### config.mk
export PLATFORM = sky130hd
export DESIGN_NAME = three_channel_biquad_lowpass_core
export DESIGN_NICKNAME = d
export VERILOG_FILES = /design/src/rtl/bql_pkg.sv /design/src/rtl/bql_hist_mem.sv /design/src/rtl/bql_mac.sv /design/src/rtl/three_channel_biquad_lowpass_core.sv
export SDC_FILE = /design/constraint.sdc
export NUM_CORES = 2
export LEC_CHECK = 0
export CORE_MARGIN = 8
export CORE_UTILIZATION = 25
export CTS_CLUSTER_DIAMETER = 40
export DETAILED_ROUTE_END_ITERATION = 6
export DONT_BUFFER_PORTS = 1
export PLACE_DENSITY_LB_ADDON = 0.3
export SKIP_LAST_GASP = 1
export SLEW_MARGIN = 20
export SYNTH_ARGS = -nofsm -noshare
export SYNTH_HDL_FRONTEND = slang
export SYNTH_SLANG_ARGS = --single-unit
### constraint.sdc
create_clock -name i_clk -period 16.7 [get_ports i_clk]
set_input_delay 0.835 -clock i_clk [delete_from_list [all_inputs] [get_ports i_clk]]
set_output_delay 0.835 -clock i_clk [all_outputs]
set_load 0.02 [all_outputs]
### src/rtl/bql_pkg.sv
// Shared types and constants for the three-channel biquad low-pass core.
package bql_pkg;

    localparam int SAMPLE_W   = 16;
    localparam int CHAN_W     = 2;
    localparam int DATA_W     = 32;
    localparam int COEF_W     = 13;
    localparam int PROD_W     = COEF_W + DATA_W;
    localparam int SUM_W      = SAMPLE_W + 3;
    localparam int FRAC_BITS  = 10;
    localparam int OUT_SHIFT  = 5;
    localparam int CFG_IDX_W  = 8;

    localparam logic [CFG_IDX_W-1:0] CFG_COEF_ONE = CFG_IDX_W'(0);
    localparam logic [CFG_IDX_W-1:0] CFG_COEF_TWO = CFG_IDX_W'(1);

    // -1.375 and 0.53125 in Q10
    localparam logic signed [COEF_W-1:0] COEF_ONE_RESET = -13'sd1408;
    localparam logic signed [COEF_W-1:0] COEF_TWO_RESET = 13'sd544;

    // one history entry per channel
    typedef struct packed {
        logic signed [DATA_W-1:0]   y2;
        logic signed [DATA_W-1:0]   y1;
        logic signed [SAMPLE_W-1:0] x2;
        logic signed [SAMPLE_W-1:0] x1;
    } t_hist;

endpackage

### src/rtl/bql_hist_mem.sv
// Per-channel history memory, registered read, entry valid bits for reset.
module bql_hist_mem
    import bql_pkg::*;
#(
    parameter int DEPTH = 3,
    localparam int AW   = (DEPTH > 1) ? $clog2(DEPTH) : 1
) (
    input  logic          i_clk,
    input  logic          i_rst_n,
    input  logic          i_rd_en,
    input  logic [AW-1:0] i_rd_addr,
    output t_hist         o_rd_data,
    input  logic          i_wr_en,
    input  logic [AW-1:0] i_wr_addr,
    input  t_hist         i_wr_data
);

    t_hist              r_mem [DEPTH];
    logic [DEPTH-1:0]   r_ent_vld;
    t_hist              r_rd_data;
    logic               r_rd_ent;

    always_ff @(posedge i_clk) begin
        if (i_wr_en) begin
            r_mem[i_wr_addr] <= i_wr_data;
        end
        if (i_rd_en) begin
            r_rd_data <= r_mem[i_rd_addr];
        end
    end

    // entries never written read as zero
    always_ff @(posedge i_clk) begin
        if (!i_rst_n) begin
            r_ent_vld <= '0;
            r_rd_ent  <= 1'b0;
        end else begin
            if (i_wr_en) begin
                r_ent_vld[i_wr_addr] <= 1'b1;
            end
            if (i_rd_en) begin
                r_rd_ent <= r_ent_vld[i_rd_addr];
            end
        end
    end

    assign o_rd_data = r_rd_ent ? r_rd_data : '0;

endmodule

### src/rtl/bql_mac.sv
// Biquad arithmetic: feedback products in one stage, final sum in the next.
module bql_mac
    import bql_pkg::*;
(
    input  logic                       i_clk,
    input  logic                       i_en,
    input  logic signed [SAMPLE_W-1:0] i_x0,
    input  t_hist                      i_hist,
    input  logic signed [COEF_W-1:0]   i_coef_one,
    input  logic signed [COEF_W-1:0]   i_coef_two,
    output logic signed [DATA_W-1:0]   o_y,
    output t_hist                      o_new_hist
);

    logic signed [SUM_W-1:0]    r_sum;
    logic signed [PROD_W-1:0]   r_p1;
    logic signed [PROD_W-1:0]   r_p2;
    logic signed [SAMPLE_W-1:0] r_x0;
    logic signed [SAMPLE_W-1:0] r_x1;
    logic signed [DATA_W-1:0]   r_y1;

    logic signed [SUM_W-1:0]    n_sum;
    logic signed [PROD_W-1:0]   q1;
    logic signed [PROD_W-1:0]   q2;

    assign n_sum = SUM_W'(i_x0) + (SUM_W'(i_hist.x1) <<< 1) + SUM_W'(i_hist.x2);

    always_ff @(posedge i_clk) begin
        if (i_en) begin
            r_sum <= n_sum;
            r_p1  <= PROD_W'(i_coef_one) * PROD_W'(i_hist.y1);
            r_p2  <= PROD_W'(i_coef_two) * PROD_W'(i_hist.y2);
            r_x0  <= i_x0;
            r_x1  <= i_hist.x1;
            r_y1  <= i_hist.y1;
        end
    end

    // floor shifts, then wrap to 32 bits
    assign q1  = r_p1 >>> FRAC_BITS;
    assign q2  = r_p2 >>> FRAC_BITS;
    assign o_y = DATA_W'(r_sum) - DATA_W'(q1) - DATA_W'(q2);

    assign o_new_hist = '{y2: r_y1, y1: o_y, x2: r_x1, x1: r_x0};

endmodule

### src/rtl/three_channel_biquad_lowpass_core.sv
// Pipeline: an accepted word passes the history read, the multiply and the sum;
// the sum is registered at the output. Throughput: one word per cycle while the
// output is not stalled and consecutive words name different channels; a word on
// the same channel as its predecessor waits for the history write-back (the
// multiply stage needs the previous y of that channel). Reset: synchronous active
// low; histories read as zero, coefficients return to -1.375 and 0.53125 in Q10.
module three_channel_biquad_lowpass_core
    import bql_pkg::*;
#(
    parameter int NUM_CHANNELS = 3
) (
    input  logic                  i_clk,
    input  logic                  i_rst_n,
    input  logic                  i_s_tvalid,
    output logic                  o_s_tready,
    input  logic [SAMPLE_W-1:0]   i_s_tdata,   // [15:0] sample
    input  logic [CHAN_W-1:0]     i_s_tuser,   // [1:0] channel
    output logic                  o_m_tvalid,
    input  logic                  i_m_tready,
    output logic [DATA_W-1:0]     o_m_tdata,   // [31:0] filtered
    input  logic                  i_cfg_valid,
    output logic                  o_cfg_ready,
    input  logic [CFG_IDX_W-1:0]  i_cfg_index,
    input  logic [COEF_W-1:0]     i_cfg_data
);

    localparam int AW = (NUM_CHANNELS > 1) ? $clog2(NUM_CHANNELS) : 1;
    localparam int XW = ((AW > CHAN_W) ? AW : CHAN_W) + 1;

    logic signed [COEF_W-1:0]   r_coef_one;
    logic signed [COEF_W-1:0]   r_coef_two;

    logic                       r_s1_vld;
    logic                       r_s1_ok;
    logic [AW-1:0]              r_s1_idx;
    logic signed [SAMPLE_W-1:0] r_s1_x0;

    logic                       r_s2_vld;
    logic                       r_s2_ok;
    logic [AW-1:0]              r_s2_idx;

    logic                       r_out_vld;
    logic [DATA_W-1:0]          r_out_data;

    logic                       r_wb_vld;
    logic [AW-1:0]              r_wb_idx;
    t_hist                      r_wb_data;

    logic [XW-1:0]              in_ch;
    logic                       in_ok;
    logic [AW-1:0]              in_idx;
    logic                       adv;
    logic                       hazard;
    logic                       accept;
    logic                       wr_en;
    t_hist                      rd_data;
    t_hist                      s1_hist;
    t_hist                      new_hist;
    logic signed [DATA_W-1:0]   y;
    logic [DATA_W-1:0]          n_out_data;

    assign in_ch  = XW'(i_s_tuser);
    assign in_ok  = in_ch < XW'(NUM_CHANNELS);
    assign in_idx = in_ch[AW-1:0];

    assign adv    = !r_out_vld || i_m_tready;
    // same channel back to back: wait until the older word reaches write-back
    assign hazard = r_s1_vld && r_s1_ok && in_ok && (in_idx == r_s1_idx);
    assign o_s_tready = adv && !hazard;
    assign accept = i_s_tvalid && o_s_tready;
    assign wr_en  = adv && r_s2_vld && r_s2_ok;

    // configuration
    assign o_cfg_ready = 1'b1;
    always_ff @(posedge i_clk) begin
        if (!i_rst_n) begin
            r_coef_one <= COEF_ONE_RESET;
            r_coef_two <= COEF_TWO_RESET;
        end else if (i_cfg_valid) begin
            unique case (i_cfg_index)
                CFG_COEF_ONE: r_coef_one <= i_cfg_data;
                CFG_COEF_TWO: r_coef_two <= i_cfg_data;
                default: ;
            endcase
        end
    end

    bql_hist_mem #(
        .DEPTH (NUM_CHANNELS)
    ) u_mem (
        .i_clk     (i_clk),
        .i_rst_n   (i_rst_n),
        .i_rd_en   (accept && in_ok),
        .i_rd_addr (in_idx),
        .o_rd_data (rd_data),
        .i_wr_en   (wr_en),
        .i_wr_addr (r_s2_idx),
        .i_wr_data (new_hist)
    );

    // the read taken alongside a write to the same entry sees the old data
    assign s1_hist = (r_wb_vld && (r_wb_idx == r_s1_idx)) ? r_wb_data : rd_data;

    bql_mac u_mac (
        .i_clk      (i_clk),
        .i_en       (adv),
        .i_x0       (r_s1_x0),
        .i_hist     (s1_hist),
        .i_coef_one (r_coef_one),
        .i_coef_two (r_coef_two),
        .o_y        (y),
        .o_new_hist (new_hist)
    );

    assign n_out_data = r_s2_ok ? DATA_W'(y <<< OUT_SHIFT) : '0;

    always_ff @(posedge i_clk) begin
        if (!i_rst_n) begin
            r_s1_vld  <= 1'b0;
            r_s2_vld  <= 1'b0;
            r_out_vld <= 1'b0;
            r_wb_vld  <= 1'b0;
        end else begin
            if (adv) begin
                r_s1_vld  <= accept;
                r_s2_vld  <= r_s1_vld;
                r_out_vld <= r_s2_vld;
            end
            if (wr_en) begin
                r_wb_vld <= 1'b1;
            end
        end
    end

    always_ff @(posedge i_clk) begin
        if (accept) begin
            r_s1_ok  <= in_ok;
            r_s1_idx <= in_idx;
            r_s1_x0  <= signed'(i_s_tdata);
        end
        if (adv) begin
            r_s2_ok    <= r_s1_ok;
            r_s2_idx   <= r_s1_idx;
            r_out_data <= n_out_data;
        end
        if (wr_en) begin
            r_wb_idx  <= r_s2_idx;
            r_wb_data <= new_hist;
        end
    end

    assign o_m_tvalid = r_out_vld;
    assign o_m_tdata  = r_out_data;

    // two words of one channel never sit in adjacent stages
    a_no_same_chan: assert property (@(posedge i_clk) disable iff (!i_rst_n)
        (r_s1_vld && r_s2_vld && r_s1_ok && r_s2_ok) |-> (r_s1_idx != r_s2_idx))
        else $error("same channel in multiply and sum stages");

    a_accept_fills: assert property (@(posedge i_clk) disable iff (!i_rst_n)
        accept |=> r_s1_vld)
        else $error("accepted word lost before multiply stage");

    a_hazard_blocks: assert property (@(posedge i_clk) disable iff (!i_rst_n)
        hazard |-> !o_s_tready)
        else $error("input ready during channel hazard");

    a_write_enters_fwd: assert property (@(posedge i_clk) disable iff (!i_rst_n)
        wr_en |=> (r_wb_vld && r_wb_idx == $past(r_s2_idx)))
        else $error("write-back forward register not updated");

endmodule

After elaboration in Yosys (flattened, before gate mapping)
Memory sizes are Yosys's and may differ from the RTL's. A register that Yosys moved wholly into a read port is not among the register bits. Index checks and enable logic that the tools add are counted.

Memory bits (writable): 288. Memories kept: 1. Flip-flop bits (word level): 353. Word-level logic and storage cells: 65.

Add/subtract/negate cells: 4. Muxes and demuxes: 8. $mul: 2. Reduce and logical (&&, ||, !) cells: 16. Equal/unequal tests: 3. Bitwise operators: 1. $lt $le $gt $ge: 4.

Memories: u_mem.r_mem (words 3, width 96, read ports 1, clocked after Yosys merged registers in 1, wr ports 1, line bql_hist_mem.sv:18) `t_hist r_mem [DEPTH];`.

Operators by type and width (number): 96-bit two-way mux (2); 13-bit by 32-bit multiplier with 42-bit output (2); 19-bit by 32-bit subtractor with 32-bit output (1); 32-bit subtractor (1); 18-bit by 16-bit adder with 19-bit output (1); 16-bit by 17-bit adder with 18-bit output (1); 1-bit logical AND (10); 8-bit by 1-bit == test with 1-bit output, second input constant (1); 8-bit zero test (1); 2-bit by 3-bit < comparator with 1-bit output, second input constant (2); 2-bit == test (2); 1-bit two-way mux (4); 2-bit AND reduction (2); 3-bit bitwise OR (1); 1-bit binary-select mux with 2-bit select (1); 1-bit demux with 2-bit select (1); 2-bit by 1-bit greater-or-equal comparator with 1-bit output, second input constant (1); 1-bit zero test (2); 2-bit < comparator, second input constant (1); 1-bit logical OR (1).

Longest topological paths before layout
Depth after elaboration: 7. Mapped depth: 31. Depth with buffers taken out: 27.

By module
From an unflattened synthesis, not the netlist that was laid out.

Cell total of the unflattened synthesis: 4633. Area, all modules: 54942.7 sq um.

By module, submodules not included: bql_mac (area each 33532.2 sq um, cells an instance 3381, instances 1, seq. area each 4414.2 sq um); bql_hist_mem (area each 14331.2 sq um, cells an instance 826, instances 1, seq. area each 11611.1 sq um); three_channel_biquad_lowpass_core (area each 7079.3 sq um, cells an instance 426, instances 1, seq. area each 5014.8 sq um).

Least setup slack after synthesis
OpenSTA, ideal clock, no wires.

Path kind: in2reg. Start: input i_m_tready. End: memory u_mem.r_mem[1][0] in the netlist's numbering, enable pin. Setup slack: 3.713 ns. Stages on the path: 4. Data required time: 16.007 ns. Arrival time: 12.294 ns. Path buffers: 0. Cells stage by stage: nor2b_1 > inv_1 > nand3_1 > nor3b_1.

Cells in the longest elaborated chain, start to end: 5.

Ends and longest elaborated chain: start, declared (line three_channel_biquad_lowpass_core.sv:19) `input logic i_m_tready,`; 1-bit logical OR (line three_channel_biquad_lowpass_core.sv:66) `assign adv = !r_out_vld || i_m_tready;`; via adv (line three_channel_biquad_lowpass_core.sv:52) `logic adv;`; 1-bit logical AND (2 in a row) (line three_channel_biquad_lowpass_core.sv:71) `assign wr_en = adv && r_s2_vld && r_s2_ok;`; 1-bit two-way mux (line bql_hist_mem.sv:24) `if (i_wr_en) begin`; 1-bit two-way mux (not written as such) (line bql_hist_mem.sv:25) `r_mem[i_wr_addr] <= i_wr_data;`; end, declared (line bql_hist_mem.sv:18).

The timed path passes the listed nets, and every way through them passes these cells.

Worst setup path after layout
Start: register r_s1_idx[0]. End: register u_mac.r_p2[39] (data pin).

Cells in the longest elaborated chain, start to end: 4.

Ends and longest elaborated chain: start, declared (line three_channel_biquad_lowpass_core.sv:35) `logic [AW-1:0] r_s1_idx;`; start signal, assigned (line three_channel_biquad_lowpass_core.sv:138) `r_s1_idx <= in_idx;`; 2-bit == test (line three_channel_biquad_lowpass_core.sv:102) `assign s1_hist = (r_wb_vld && (r_wb_idx == r_s1_idx)) ? r_wb_data : rd_data;`; 1-bit logical AND (line three_channel_biquad_lowpass_core.sv:102); 96-bit two-way mux (line three_channel_biquad_lowpass_core.sv:102); 13-bit by 32-bit multiplier with 42-bit output (line bql_mac.sv:32) `r_p2 <= PROD_W'(i_coef_two) * PROD_W'(i_hist.y2);`; end signal, assigned (line bql_mac.sv:32); end, declared (line bql_mac.sv:17) `logic signed [PROD_W-1:0] r_p2;`.

Every way passes these cells. A chain may end at the register's enable or synchronous reset.

==> metrics.cfg <==
[worst_hold_path]
hold_class=in -> reg
holdCritStartpoint=i_s_tdata[3]
hold_depth=0
min_to=r_s1_x0[3]

[synthesis]
synth_simple_gate_area_share_pct=12.77
async_flop_share_pct=0
synth_area_sq_mm=0.05364
synthMuxAreaShare_pct=2.258
synth_ff_type=edfxtp_1
syn_area_per_cell_sq_um=11.63
synth_top_family_by_area=adder cells
synth.distinct_cells=76
synth_seq_cells=712
syn_inst=4613
synth_compound_area_share_pct=4.141
seq_area_frac_synth_pct=39.23
synthAdderAreaFrac_pct=33.67
synth_edf_count=678
yosysWarnings=0
synth_xor_area_share_pct=2.041

[timing]
period_needed_ns=9.433
hold_violations=0
slew_violations=0
slew_headroom_pct=29.27
rsz0062_at_grt=false
max_freq_ghz=0.1060
period_share_pct=56.49
skew_ns=0.06663
setup_tns_ns=0
setup_viol=0
timing.final.ws_setup_ns=7.267
worstMarginPinSlew_ns=1.061

[clocking]
path_clk_slew_ns=0.06
cts_tree=yes
post-cts-setup-buffers=0
cts_max_level=3
hold_buffers=0
cts_buffer_depth=3
worstSkewPairLatency_ns=0.70
cts_made_buffers=87
cts-root-buf=clkbuf_16
cts.sinks=712
cts_resized=0

[placement]
routabilityCongestion=0.8171
dpl.hpwl_um=97070
io_buffers=0
preCtsSetupSlack_ns=7.294

[detailed_routing]
dr.first_iter.drc_count=1675
vias=32316
wl_um=137600
ant_nets=0
drt_pass1_iterations=5
viasPerCell=4.328
wl_per_cell_um=18.42
drc_errors=0

[setup_path]
r2r-end=u_mac.r_p2[39]
arrival_ns=9.84
crit_path_end_kind=register
crit_required_ns=17.10
path_class=reg -> reg
cp-start-kind=register
r2r-start=r_s1_idx[0]
rr_worst_depth=25
ff2ff_setup_slack_ns=7.27
critPathMaxFanout=69

[global_routing]
grt_max_degree=201
grt_util_all_layers_pct=11.97
gr-total-overflow=0
grt_pass1_vias=35470
grt_pass1_wl_um=215100
antenna_found_initial=6

[power]
power.total_mw=7.121
power_density_mw_per_mm2=118.6
leakage_nw=25.25
peakVddDrop_mv=0.09412

[floorplanning]
core_sq_mm=0.2140
num_rows=170
die_w_um=479.2
die_area_sq_mm=0.2296
start_util_pct=25.07
fp.dieH_um=479.2
num_io_pins=79

[finish]
syn_to_final_growth_pct=11.92
final_common_cell=nand2_1
drive_gt1_share_pct=5.408
layout_common_cells=nand2_1, fa_1, edfxtp_1
final_util_pct=28.05
final_nets=5584

[run_status]
status=complete, no violations

[flow_run]
maxCapViolations=0

report_power, final:
part	internal [mW]	switching, mW
Combinational	0.854	1.61
Clock	1.17	0.823
Sequential	2.52	0.143
critical path: stages (launching register included):
cell      delay, ns
edfxtp_1       0.44
xnor2_1        0.56
and3_4         0.55
buf_4          0.84
nand2_1        0.14
nand2_1        0.51
nand2_1        0.17
fa_1           0.56
inv_1          0.05
fa_1           0.57
fa_1           0.43
fa_1           0.51
fa_1           0.42
ha_1           0.28
ha_1           0.35
a211oi_1       0.25
o21ai_1        0.13
a211oi_1       0.33
nor3b_1        0.30
o311ai_0       0.22
o31ai_2        0.51
o21ai_4        0.12
a221oi_2       0.34
o21ba_2        0.21
o21bai_2       0.06
xor2_1         0.15
state kept, by name (all words and copies together) (netlist names):
signal / cells
u_mac.r_x0: 16
u_mac.r_y1: 32
u_mac.r_sum: 19
o_m_tdata: 27
u_mem.r_rd_ent: 1
r_s1_ok: 1
r_wb_data: 96
r_coef_one: 13
r_s1_idx: 2
r_coef_two: 13
r_s2_idx: 2
u_mem.r_mem: 288
r_s2_ok: 1
r_s2_vld: 1
r_wb_vld: 1
u_mem.r_ent_vld: 3
u_mac.r_x1: 16
o_m_tvalid: 1
r_wb_idx: 2
u_mem.r_rd_data: 96
u_mac.r_p2: 32
r_s1_vld: 1
u_mac.r_p1: 32
r_s1_x0: 16
Yosys cell counts (all sizes together), types with 72 or more instances:
master  instances  share of area, %
a21oi          72              0.68
and2          332               3.9
clkbuf        199               1.4
edfxtp        678                38
fa            754                28
ha            237               5.5
inv           614               4.3
mux2i         121               2.3
nand2         782               5.5
nand3         125               1.2
nor2          117              0.82
o21ai         140               1.3
xnor2          95               1.6
metal layers:
| layer | vias to the layer above | global-route usage [%] | wire length [um] |
|---|---|---|---|
| li1 | 14718 | - | - |
| met1 | 16900 | 16.27 | 63300 |
| met2 | 534 | 20.19 | 66420 |
| met3 | 160 | 1.274 | 4860 |
| met4 | 4 | 3.550 | 2973 |
| met5 | - | 0 | 21 |
cell type report:
class	instances	area (sq um)
Timing Repair Buffer	61	457.9
Sequential cell	712	21060
Fill cell	22145	154000
Antenna cell	6	15.01
Clock buffer	98	2240
Inverter	616	2322
Multi-Input combinational cell	3071	29510
Clock inverter	65	869.6
Tap cell	2838	3551
cell families (layout without fill, tap and decap cells):
logic type | after synthesis | in the layout
adder cells (fa/ha/maj) | 991 | 991
AO/OA/AOI/OAI | 352 | 352
buffers and inverters | 834 | 840
other | 2 | 12
flip-flops | 712 | 712
AND/OR/NAND/NOR | 1476 | 1476
multiplexers | 121 | 121
XOR/XNOR | 125 | 125
worst max path at each step:
| stage | start | endpoint | slack (ns) | cells after the start |
|---|---|---|---|---|
| floorplan | i_m_tready | u_mem.r_mem[1][0] | 3.71 | 4 |
| global placement | r_s1_idx[1] | u_mac.r_p2[39] | 7.43 | 25 |
| detailed placement | r_s1_idx[1] | u_mac.r_p2[39] | 7.29 | 25 |
| CTS | r_s1_idx[0] | u_mac.r_p2[39] | 7.18 | 25 |
| global route | r_s1_idx[1] | u_mac.r_p2[39] | 6.67 | 25 |
| finish | r_s1_idx[0] | u_mac.r_p2[39] | 7.27 | 25 |
metrics by stage:
step                      std cells  hold slack (ns)  instance area [sq um]
after detailed placement       7298           0.4453                  56900
final                          7467           0.2283                  60030
after global routing           7465           0.1814                  60020
after CTS                      7461           0.1590                  60010
after global placement         7298           0.4410                  56900
after floorplan                4617           0.4261                  53650
No activity file was read; power rests on OpenSTA's default activity.
